<file path="src/sv/ddgc_pkg.sv">
// Shared constants, types and tables of the differential-drive goto controller.
`timescale 1ns / 1ps

package ddgc_pkg;

  // Fixed-point formats and iteration counts.
  localparam int POS_FRAC_BITS = 8;
  localparam int ANGLE_BITS    = 16;
  localparam int CORDIC_STEPS  = 16;
  localparam int CSTEP_W       = $clog2(CORDIC_STEPS);

  localparam int POS_W  = 24;
  localparam int POS_SH = 47 - POS_FRAC_BITS;
  localparam int EX_W   = 26;
  localparam int CW     = 44;
  localparam int ZW     = 34;

  localparam int NUM_W     = 62;
  localparam int DEN_W     = 9;
  localparam int QUO_W     = 48;
  localparam int DIV_CNT_W = $clog2(NUM_W);

  localparam logic signed [CW-1:0] CORDIC_GAIN = CW'(652032875);
  localparam logic [29:0]          INV_TWO_PI  = 30'd683565276;

  localparam logic signed [POS_W-1:0] RST_POS     = POS_W'(300 << POS_FRAC_BITS);
  localparam logic [ANGLE_BITS-1:0]   RST_HEADING = ANGLE_BITS'(1 << (ANGLE_BITS - 3));

  // Configuration register indexes.
  localparam logic [2:0] CFG_WHEEL_RADIUS    = 3'd0;
  localparam logic [2:0] CFG_BODY_RADIUS     = 3'd1;
  localparam logic [2:0] CFG_FORWARD_SPEED   = 3'd2;
  localparam logic [2:0] CFG_TURN_SPEED      = 3'd3;
  localparam logic [2:0] CFG_ARRIVE_DISTANCE = 3'd4;
  localparam logic [2:0] CFG_ALIGN_THRESHOLD = 3'd5;

  // Commands from the sequencer to the datapath.
  typedef struct packed {
    logic in_load;
    logic pre1;
    logic pre2;
    logic pre3;
    logic go;
    logic mulc;
    logic muls;
    logic pos;
    logic tgt;
    logic sqx;
    logic sqy;
    logic stop;
    logic vec_go;
    logic steer;
    logic out_load;
  } ddgc_cmd_t;

  // Status from the datapath to the sequencer.
  typedef struct packed {
    logic cordic_busy;
    logic div_busy;
    logic target_valid;
    logic near;
    logic zero;
  } ddgc_sts_t;

  // Arctangent of 2^-i in 32-bit turn fractions.
  function automatic logic [31:0] atan_step(input logic [4:0] i);
    logic [31:0] r;
    case (i)
      5'd0:    r = 32'h20000000;
      5'd1:    r = 32'h12E4051D;
      5'd2:    r = 32'h09FB385B;
      5'd3:    r = 32'h051111D4;
      5'd4:    r = 32'h028B0D43;
      5'd5:    r = 32'h0145D7E1;
      5'd6:    r = 32'h00A2F61E;
      5'd7:    r = 32'h00517C55;
      5'd8:    r = 32'h0028BE53;
      5'd9:    r = 32'h00145F2F;
      5'd10:   r = 32'h000A2F98;
      5'd11:   r = 32'h000517CC;
      5'd12:   r = 32'h00028BE6;
      5'd13:   r = 32'h000145F3;
      5'd14:   r = 32'h0000A2F9;
      5'd15:   r = 32'h0000517C;
      5'd16:   r = 32'h000028BE;
      5'd17:   r = 32'h0000145F;
      5'd18:   r = 32'h00000A2F;
      5'd19:   r = 32'h00000517;
      5'd20:   r = 32'h0000028B;
      5'd21:   r = 32'h00000145;
      5'd22:   r = 32'h000000A2;
      5'd23:   r = 32'h00000051;
      default: r = 32'h0;
    endcase
    return r;
  endfunction

endpackage

</file>
<file path="src/sv/ddgc_ctrl.sv">
// Sequencer state machine and output handshake of the goto controller.
`timescale 1ns / 1ps

module ddgc_ctrl (
  input  logic                  clk,
  input  logic                  rst_n,
  input  logic                  in_tvalid,
  output logic                  in_tready,
  output logic                  out_tvalid,
  input  logic                  out_tready,
  input  ddgc_pkg::ddgc_sts_t   sts,
  output ddgc_pkg::ddgc_cmd_t   cmd
);

  typedef enum logic [15:0] {
    S_IDLE  = 16'h0001,
    S_PRE1  = 16'h0002,
    S_PRE2  = 16'h0004,
    S_PRE3  = 16'h0008,
    S_GO    = 16'h0010,
    S_WAIT  = 16'h0020,
    S_MULC  = 16'h0040,
    S_MULS  = 16'h0080,
    S_POS   = 16'h0100,
    S_TGT   = 16'h0200,
    S_SQX   = 16'h0400,
    S_SQY   = 16'h0800,
    S_CMP   = 16'h1000,
    S_VWAIT = 16'h2000,
    S_STEER = 16'h4000,
    S_OUT   = 16'h8000
  } ddgc_state_t;

  ddgc_state_t state_r, state_nxt;
  logic        ov_r, ov_nxt;
  logic        load;

  assign load = (state_r == S_OUT) && (!ov_r || out_tready);

  always_comb begin
    state_nxt = state_r;
    case (state_r)
      S_IDLE:  if (in_tvalid) state_nxt = S_PRE1;
      S_PRE1:  state_nxt = S_PRE2;
      S_PRE2:  state_nxt = S_PRE3;
      S_PRE3:  state_nxt = S_GO;
      S_GO:    state_nxt = S_WAIT;
      S_WAIT:  if (!sts.cordic_busy && !sts.div_busy) state_nxt = S_MULC;
      S_MULC:  state_nxt = S_MULS;
      S_MULS:  state_nxt = S_POS;
      S_POS:   state_nxt = sts.target_valid ? S_TGT : S_OUT;
      S_TGT:   state_nxt = S_SQX;
      S_SQX:   state_nxt = S_SQY;
      S_SQY:   state_nxt = S_CMP;
      S_CMP: begin
        if (sts.near) state_nxt = S_OUT;
        else if (sts.zero) state_nxt = S_STEER;
        else state_nxt = S_VWAIT;
      end
      S_VWAIT: if (!sts.cordic_busy) state_nxt = S_STEER;
      S_STEER: state_nxt = S_OUT;
      S_OUT:   if (load) state_nxt = S_IDLE;
      default: state_nxt = S_IDLE;
    endcase
  end

  always_comb begin
    ov_nxt = ov_r;
    if (load) ov_nxt = 1'b1;
    else if (out_tready) ov_nxt = 1'b0;
  end

  always_ff @(posedge clk) begin
    if (!rst_n) begin
      state_r <= S_IDLE;
      ov_r    <= 1'b0;
    end else begin
      state_r <= state_nxt;
      ov_r    <= ov_nxt;
    end
  end

  assign in_tready  = (state_r == S_IDLE);
  assign out_tvalid = ov_r;

  assign cmd.in_load  = (state_r == S_IDLE) && in_tvalid;
  assign cmd.pre1     = (state_r == S_PRE1);
  assign cmd.pre2     = (state_r == S_PRE2);
  assign cmd.pre3     = (state_r == S_PRE3);
  assign cmd.go       = (state_r == S_GO);
  assign cmd.mulc     = (state_r == S_MULC);
  assign cmd.muls     = (state_r == S_MULS);
  assign cmd.pos      = (state_r == S_POS);
  assign cmd.tgt      = (state_r == S_TGT);
  assign cmd.sqx      = (state_r == S_SQX);
  assign cmd.sqy      = (state_r == S_SQY);
  assign cmd.stop     = (state_r == S_CMP) && sts.near;
  assign cmd.vec_go   = (state_r == S_CMP) && !sts.near && !sts.zero;
  assign cmd.steer    = (state_r == S_STEER);
  assign cmd.out_load = load;

endmodule

</file>
<file path="config.mk">
export PLATFORM = sky130hd
export DESIGN_NAME = ddgc_ctrl
export DESIGN_NICKNAME = d
export VERILOG_FILES = /design/src/sv/ddgc_pkg.sv /design/src/sv/ddgc_ctrl.sv
export SDC_FILE = /design/constraint.sdc
export NUM_CORES = 1
export LEC_CHECK = 0
export BUFFER_PORTS_ARGS = -buffer_cell sky130_fd_sc_hd__buf_2
export CORE_MARGIN = 1
export CORE_UTILIZATION = 52
export DETAILED_ROUTE_END_ITERATION = 8
export PLACE_DENSITY = 0.76
export SLEW_MARGIN = 20
export SYNTH_ARGS = -nofsm -noshare
export SYNTH_HDL_FRONTEND = slang
export SYNTH_SLANG_ARGS = --single-unit
</file>
<file path="constraint.sdc">
create_clock -name clk -period 2.5 [get_ports clk]
set_clock_uncertainty 0.1 [all_clocks]
set_input_delay 0.375 -clock clk [delete_from_list [all_inputs] [get_ports clk]]
set_output_delay 0.375 -clock clk [all_outputs]
set_load 0.005 [all_outputs]
</file>
==> flow_metrics.py, run 1 <==
metrics = {
    "run_status": {
        "status": "finished clean",
    },
    "run": {
        "drv_cap": 0,
    },
    "logic_synthesis": {
        "yosysSeqAreaShare_pct": 31.2,
        "synth.largest_area_cell": "dfxtp_1",
        "synth_area_leaders": "dfxtp_1 31%, nor2_1 7.9%, nor4_4 7.8%",
        "syn-cell-area_um2": 1090,
        "synth_cell_type_count": 34,
        "yosys_warnings": 0,
        "syn_inst": 134,
        "synth_seq_cells": 17,
        "syn_nets": 143,
        "synth_top_area_share_pct": 31.2,
        "avgSynthCellArea_um2": 8.13,
    },
    "global_routing": {
        "grt.overflow.total": 0,
        "grt_pass1_wl_um": 3420,
        "grt_pass1_vias": 810,
        "grt_max_degree": 11,
        "antenna_found_initial": 0,
        "grt.total_usage_pct": 22.0,
    },
    "critical_path": {
        "crit_chain": "nor4_4 > buf_4 > nand2_1 > nor3_1 > buf_2",
        "critPathCaptureType": "output pin",
        "arrival_ns": 1.91,
        "critical_path_buf_inv_count": 2,
        "crit_fanout": 6,
        "slowest_stage": "nor4_4",
        "critPathKind": "flop to output pin",
        "worst_setup_path_start_kind": "flop",
        "cp_top_family": "simple AND/OR/NAND/NOR gates",
        "critPathRequiredTime_ns": 2.03,
        "crit_path_max_incr_delay_ns": 0.43,
    },
    "clock_tree": {
        "cts_resized": 0,
        "ctsLongestPathBuffers": 2,
        "cts.clk_slew.worst_paths_ns": 0.10,
        "ctsHoldBuffers": 0,
        "cts_buffers": 3,
        "ctsHtreeMaxLevel": 1,
        "cts_tree": "done",
        "cts_root_buffer": "clkbuf_4",
        "cts_sinks": 17,
        "clk_latency_ns": 0.29,
    },
    "routing": {
        "drtIter0Drc": 48,
        "vias": 1083,
        "wirelength_um": 2510,
        "viasPerCell": 5.64,
        "drcViolationCount": 0,
        "post_drt_wl_per_cell_um": 13.1,
        "dr.pass1.iters": 4,
        "ant_nets": 0,
    },
    "timing": {
        "setup_viol": 0,
        "fin_crit_ns": 2.38,
        "tightest_slew_ns": 0.450,
        "finalHoldViolations": 0,
        "max_freq_mhz": 420,
        "slew_viol_final": 0,
        "tns_ns": 0,
        "hold_ws_ns": 0.222,
        "maxSlewHeadroom_pct": 69.7,
        "min_period_over_period_pct": 95.3,
        "rsz0062_at_grt": "false",
    },
    "floorplan": {
        "start_util_pct": 55.5,
        "dieArea_um2": 2280,
        "ioPinCount": 26,
        "fp.dieW_um": 47.8,
        "design.core.area_um2": 1960,
        "die_h_um": 47.8,
        "rows": 16,
    },
    "layout": {
        "drive_gt1_share_pct": 26.1,
        "layout_common_cells": "25 x buf_2, 23 x nor2_1, 17 x dfxtp_1, 9 x nor3_1",
        "final_util_pct": 65.4,
        "design_area_um2": 1280,
        "num-fill-cells": 190,
        "final_common_cell": "buf_2",
        "syn2layout_area_growth_pct": 17.7,
        "multi_input_area_um2": 701,
        "final-seq-area_um2": 340,
        "insertedDiodeCount": 0,
        "nets": 175,
    },
    "pwr": {
        "power_frac_clock_pct": 26.1,
        "sw_frac_of_total_pct": 31.0,
        "power.internal_uw": 399,
        "power_switching_uw": 180,
        "pwr_density_cell_nw_per_um2": 451,
        "peakVddDrop_mv": 0.310,
        "pwr-share-comb_pct": 23.4,
        "p_leak_nw": 0.549,
        "pwr-share-seq_pct": 50.6,
    },
    "placed_design": {
        "gp_congestion": 0.878,
        "port-buffer-count": 25,
        "hpwl_um": 1890,
        "placed_area_um2": 1220,
    },
    "min_path": {
        "hp-class": "input port to flop",
    },
}
-- metal layers --
layer	part of all wire [%]	vias to the layer above	global-route usage [%]
met5	0	-	0
met4	1.9	0	13.3
met3	6.2	7	3.40
met2	45	41	30.5
met1	47	493	31.5
li1	-	542	-
-- flip-flops by register name (all words and copies together), names as in the netlist --
signal and flops:
state_r 16, out_tvalid 1
-- cell type report --
class                      instances  share of cell area (%)
inverter                           5                    1.46
timing repair buffer              30                    12.7
clock buffer                       4                    2.05
tap                               27                    2.63
multi-input combinational        109                    54.6
sequential                        17                    26.5
-- logic make-up after synthesis --
logic type | after synthesis | share of synthesized area (%)
XOR/XNOR | 2 | 1.61
AND/OR/NAND/NOR | 87 | 51.6
flip-flops | 17 | 31.2
AO/OA/AOI/OAI | 20 | 11.1
buffers and inverters | 8 | 4.48
-- cells in the mapped netlist --
cell       count
inv_1          5
and3b_1        3
and2b_2        2
a31oi_1        1
o21a_1         2
nor4_1         2
nor3_1         9
nand4_1        7
nor4bb_1       1
nor4_2         1
nand3b_1       2
buf_6          2
or2_1          1
nor2b_1        5
nand2_1        6
nand4bb_1      1
xor2_1         2
o22ai_2        1
and3_1         1
nor4b_1        2
and2_1         5
or4_1          1
a21oi_1        6
nor2_1        23
a21o_1         1
buf_4          1
nand2b_1       7
a21boi_0       1
nor4_4         4
dfxtp_1       17
a21boi_1       1
nand3_1        2
o21ai_0        7
nor3_2         2
-- power by group through the flow --
stage	logic (mW)	registers [mW]	clock network, mW
floorplan	0.0939	0.296	0
global placement	0.125	0.297	0
detailed placement	0.127	0.298	0
CTS	0.128	0.292	0.152
global route	0.147	0.294	0.162
finish	0.135	0.293	0.151
-- metrics by stage --
step,cells,power (mW),worst slack (ns)
global placement,183,0.422,0.471
floorplan,134,0.390,0.627
global route,192,0.603,0.0130
CTS,187,0.571,0.110
detailed placement,183,0.425,0.438
finish,192,0.579,0.117
-- path summary, 6_finish.rpt --
check | cells after the start | startpoint | end | slack (ns)
max reg2reg | 5 | state_r[6] | state_r[11] | 0.43
min | 2 | sts[2] | state_r[9] | 0.22
min reg2reg | 2 | out_tvalid | out_tvalid | 0.46
max | 5 | state_r[3] | cmd[9] | 0.12
-- timing repair --
item                                    4_1_cts  5_1_grt
endpoints found under the setup margin        0        4
setup buffers                                 0        5
hold endpoints to repair                      0        0
Power figures use the tool's default switching activity.
==> run 2, diff against run 1 <==
--- a/config.mk
+++ b/config.mk
@@ -9,7 +9,7 @@
 export CORE_MARGIN = 1
 export CORE_UTILIZATION = 52
 export DETAILED_ROUTE_END_ITERATION = 8
-export PLACE_DENSITY = 0.76
+export PLACE_DENSITY = 0.78
 export SLEW_MARGIN = 20
 export SYNTH_ARGS = -nofsm -noshare
 export SYNTH_HDL_FRONTEND = slang
==> run 2 against run 1 <==
Against the previous run:
- worst hold slack barely moved
- global-route usage grew 0.077 points
- setup slack worse by 0.061 ns
- via count up 1.6%
- combinational power grew 9%
- clock power grew 3%
- critical path depth did not move
- total power grew 3.2%
- sequential share of layout area decreased by 0.39 points
- fmax fell by 2.5%
- highest routed layer unchanged
==> flow_metrics.py, run 2 (synthesis gave the netlist of run 1 again) <==
metrics = {
    "timing": {
        "slew_viol_final": 0,
        "fin_crit_ns": 2.44,
        "setup_viol": 0,
        "maxSlewHeadroom_pct": 70.7,
        "finalHoldViolations": 0,
        "max_freq_mhz": 409,
        "hold_ws_ns": 0.222,
        "rsz0062_at_grt": "true",
        "tightest_slew_ns": 0.436,
        "min_period_over_period_pct": 97.8,
    },
    "global_routing": {
        "grt_pass1_wl_um": 3460,
        "grt_max_degree": 11,
        "grt.total_usage_pct": 22.0,
        "antenna_found_initial": 0,
        "grt_pass1_vias": 839,
        "grt.overflow.total": 0,
    },
    "critical_path": {
        "arrival_ns": 1.97,
        "slowest_stage": "nor4_4",
        "critPathKind": "flop to output pin",
        "critPathRequiredTime_ns": 2.03,
        "crit_fanout": 10,
        "crit_path_max_incr_delay_ns": 0.45,
        "critical_path_buf_inv_count": 2,
        "worst_setup_path_start_kind": "flop",
        "crit_chain": "nor4_4 > buf_4 > nand2_1 > nor4_1 > buf_2",
        "cp_top_family": "simple AND/OR/NAND/NOR gates",
        "critPathCaptureType": "output pin",
        "r2r_setup_slack_ns": 0.35,
    },
    "layout": {
        "insertedDiodeCount": 0,
        "syn2layout_area_growth_pct": 19.9,
        "nets": 174,
        "num-fill-cells": 188,
        "final_util_pct": 66.6,
        "layout_common_cells": "25 x buf_2, 23 x nor2_1, 16 x dfxtp_1",
        "final_common_cell": "buf_2",
        "drive_gt1_share_pct": 29.3,
        "regMostFlops": "state_r",
        "largest_reg_flops": 16,
    },
    "floorplan": {
        "fp.dieW_um": 47.8,
        "ioPinCount": 26,
        "design.core.area_um2": 1960,
        "rows": 16,
        "start_util_pct": 55.5,
        "dieArea_um2": 2280,
        "die_h_um": 47.8,
    },
    "clock_tree": {
        "cts_root_buffer": "clkbuf_4",
        "cts.clk_slew.worst_paths_ns": 0.11,
        "ctsHtreeMaxLevel": 1,
        "cts_sinks": 17,
        "cts_buffers": 3,
        "cts_tree": "done",
        "ctsLongestPathBuffers": 2,
        "clk_latency_ns": 0.31,
    },
    "placed_design": {
        "hpwl_um": 1800,
        "port-buffer-count": 25,
        "gp_congestion": 0.852,
    },
    "pwr": {
        "pwr_density_cell_nw_per_um2": 457,
        "peakVddDrop_mv": 0.454,
        "p_leak_nw": 0.550,
    },
    "routing": {
        "dr.pass1.iters": 4,
        "vias": 1100,
        "wirelength_um": 2580,
        "ant_nets": 0,
        "drcViolationCount": 0,
        "drtIter0Drc": 38,
        "viasPerCell": 5.76,
        "post_drt_wl_per_cell_um": 13.5,
    },
    "min_path": {
        "hp-class": "input port to flop",
    },
    "run_status": {
        "status": "finished clean",
    },
    "run": {
        "drv_cap": 0,
    },
}
-- run 2: cell count changes in the layout (fill, tap and decap cells not counted), sizes merged --
cell	previous run	this run
clkbuf	4	3
clkinv	0	1
buf	30	29
-- run 2: cell type report --
cell class,instances,area [µm²],area share [%]
multi-input combinational,109,729,55.8
tap,27,33.8,2.59
sequential,17,342,26.1
clock inverter,1,5.00,0.383
inverter,5,18.8,1.44
clock buffer,3,22.5,1.72
timing repair buffer,29,155,11.9
-- run 2: worst paths after layout --
kind	startpoint	endpoint	cells past startpoint
min	rst_n	state_r[13]	2
max reg2reg	state_r[7]	state_r[6]	5
min reg2reg	out_tvalid	out_tvalid	2
max	state_r[13]	cmd[8]	5
-- run 2: repair_timing --
action | CTS | global route
resized for setup | 0 | 6
buffers inserted | 0 | 4
hold buffers | 0 | 0
endpoints found under the setup margin | 0 | 4
-- run 2: through the flow --
stage / setup WS, ns / power (mW) / cells / cell area [µm²] / setup TNS (ns)
global placement: 0.463 / 0.422 / 183 / 1220 / 0
CTS: 0.0607 / 0.580 / 187 / 1250 / 0
detailed placement: 0.410 / 0.426 / 183 / 1220 / 0
floorplan: 0.627 / 0.390 / 134 / 1090 / 0
global route: -0.0810 / 0.624 / 191 / 1310 / -0.237
finish: 0.0558 / 0.597 / 191 / 1310 / 0
-- run 2: routing by layer --
layer	track usage [%]	up-vias	wire length, µm
li1	-	539	-
met2	33.0	53	1190
met4	10.6	0	51
met3	6.79	9	220
met1	28.8	499	1120
met5	0	-	0
-- run 2: report_power, final --
part,internal (mW),switching [mW]
registers,0.278,0.0164
clock network,0.0599,0.0964
logic,0.0627,0.0838
total,0.401,0.197
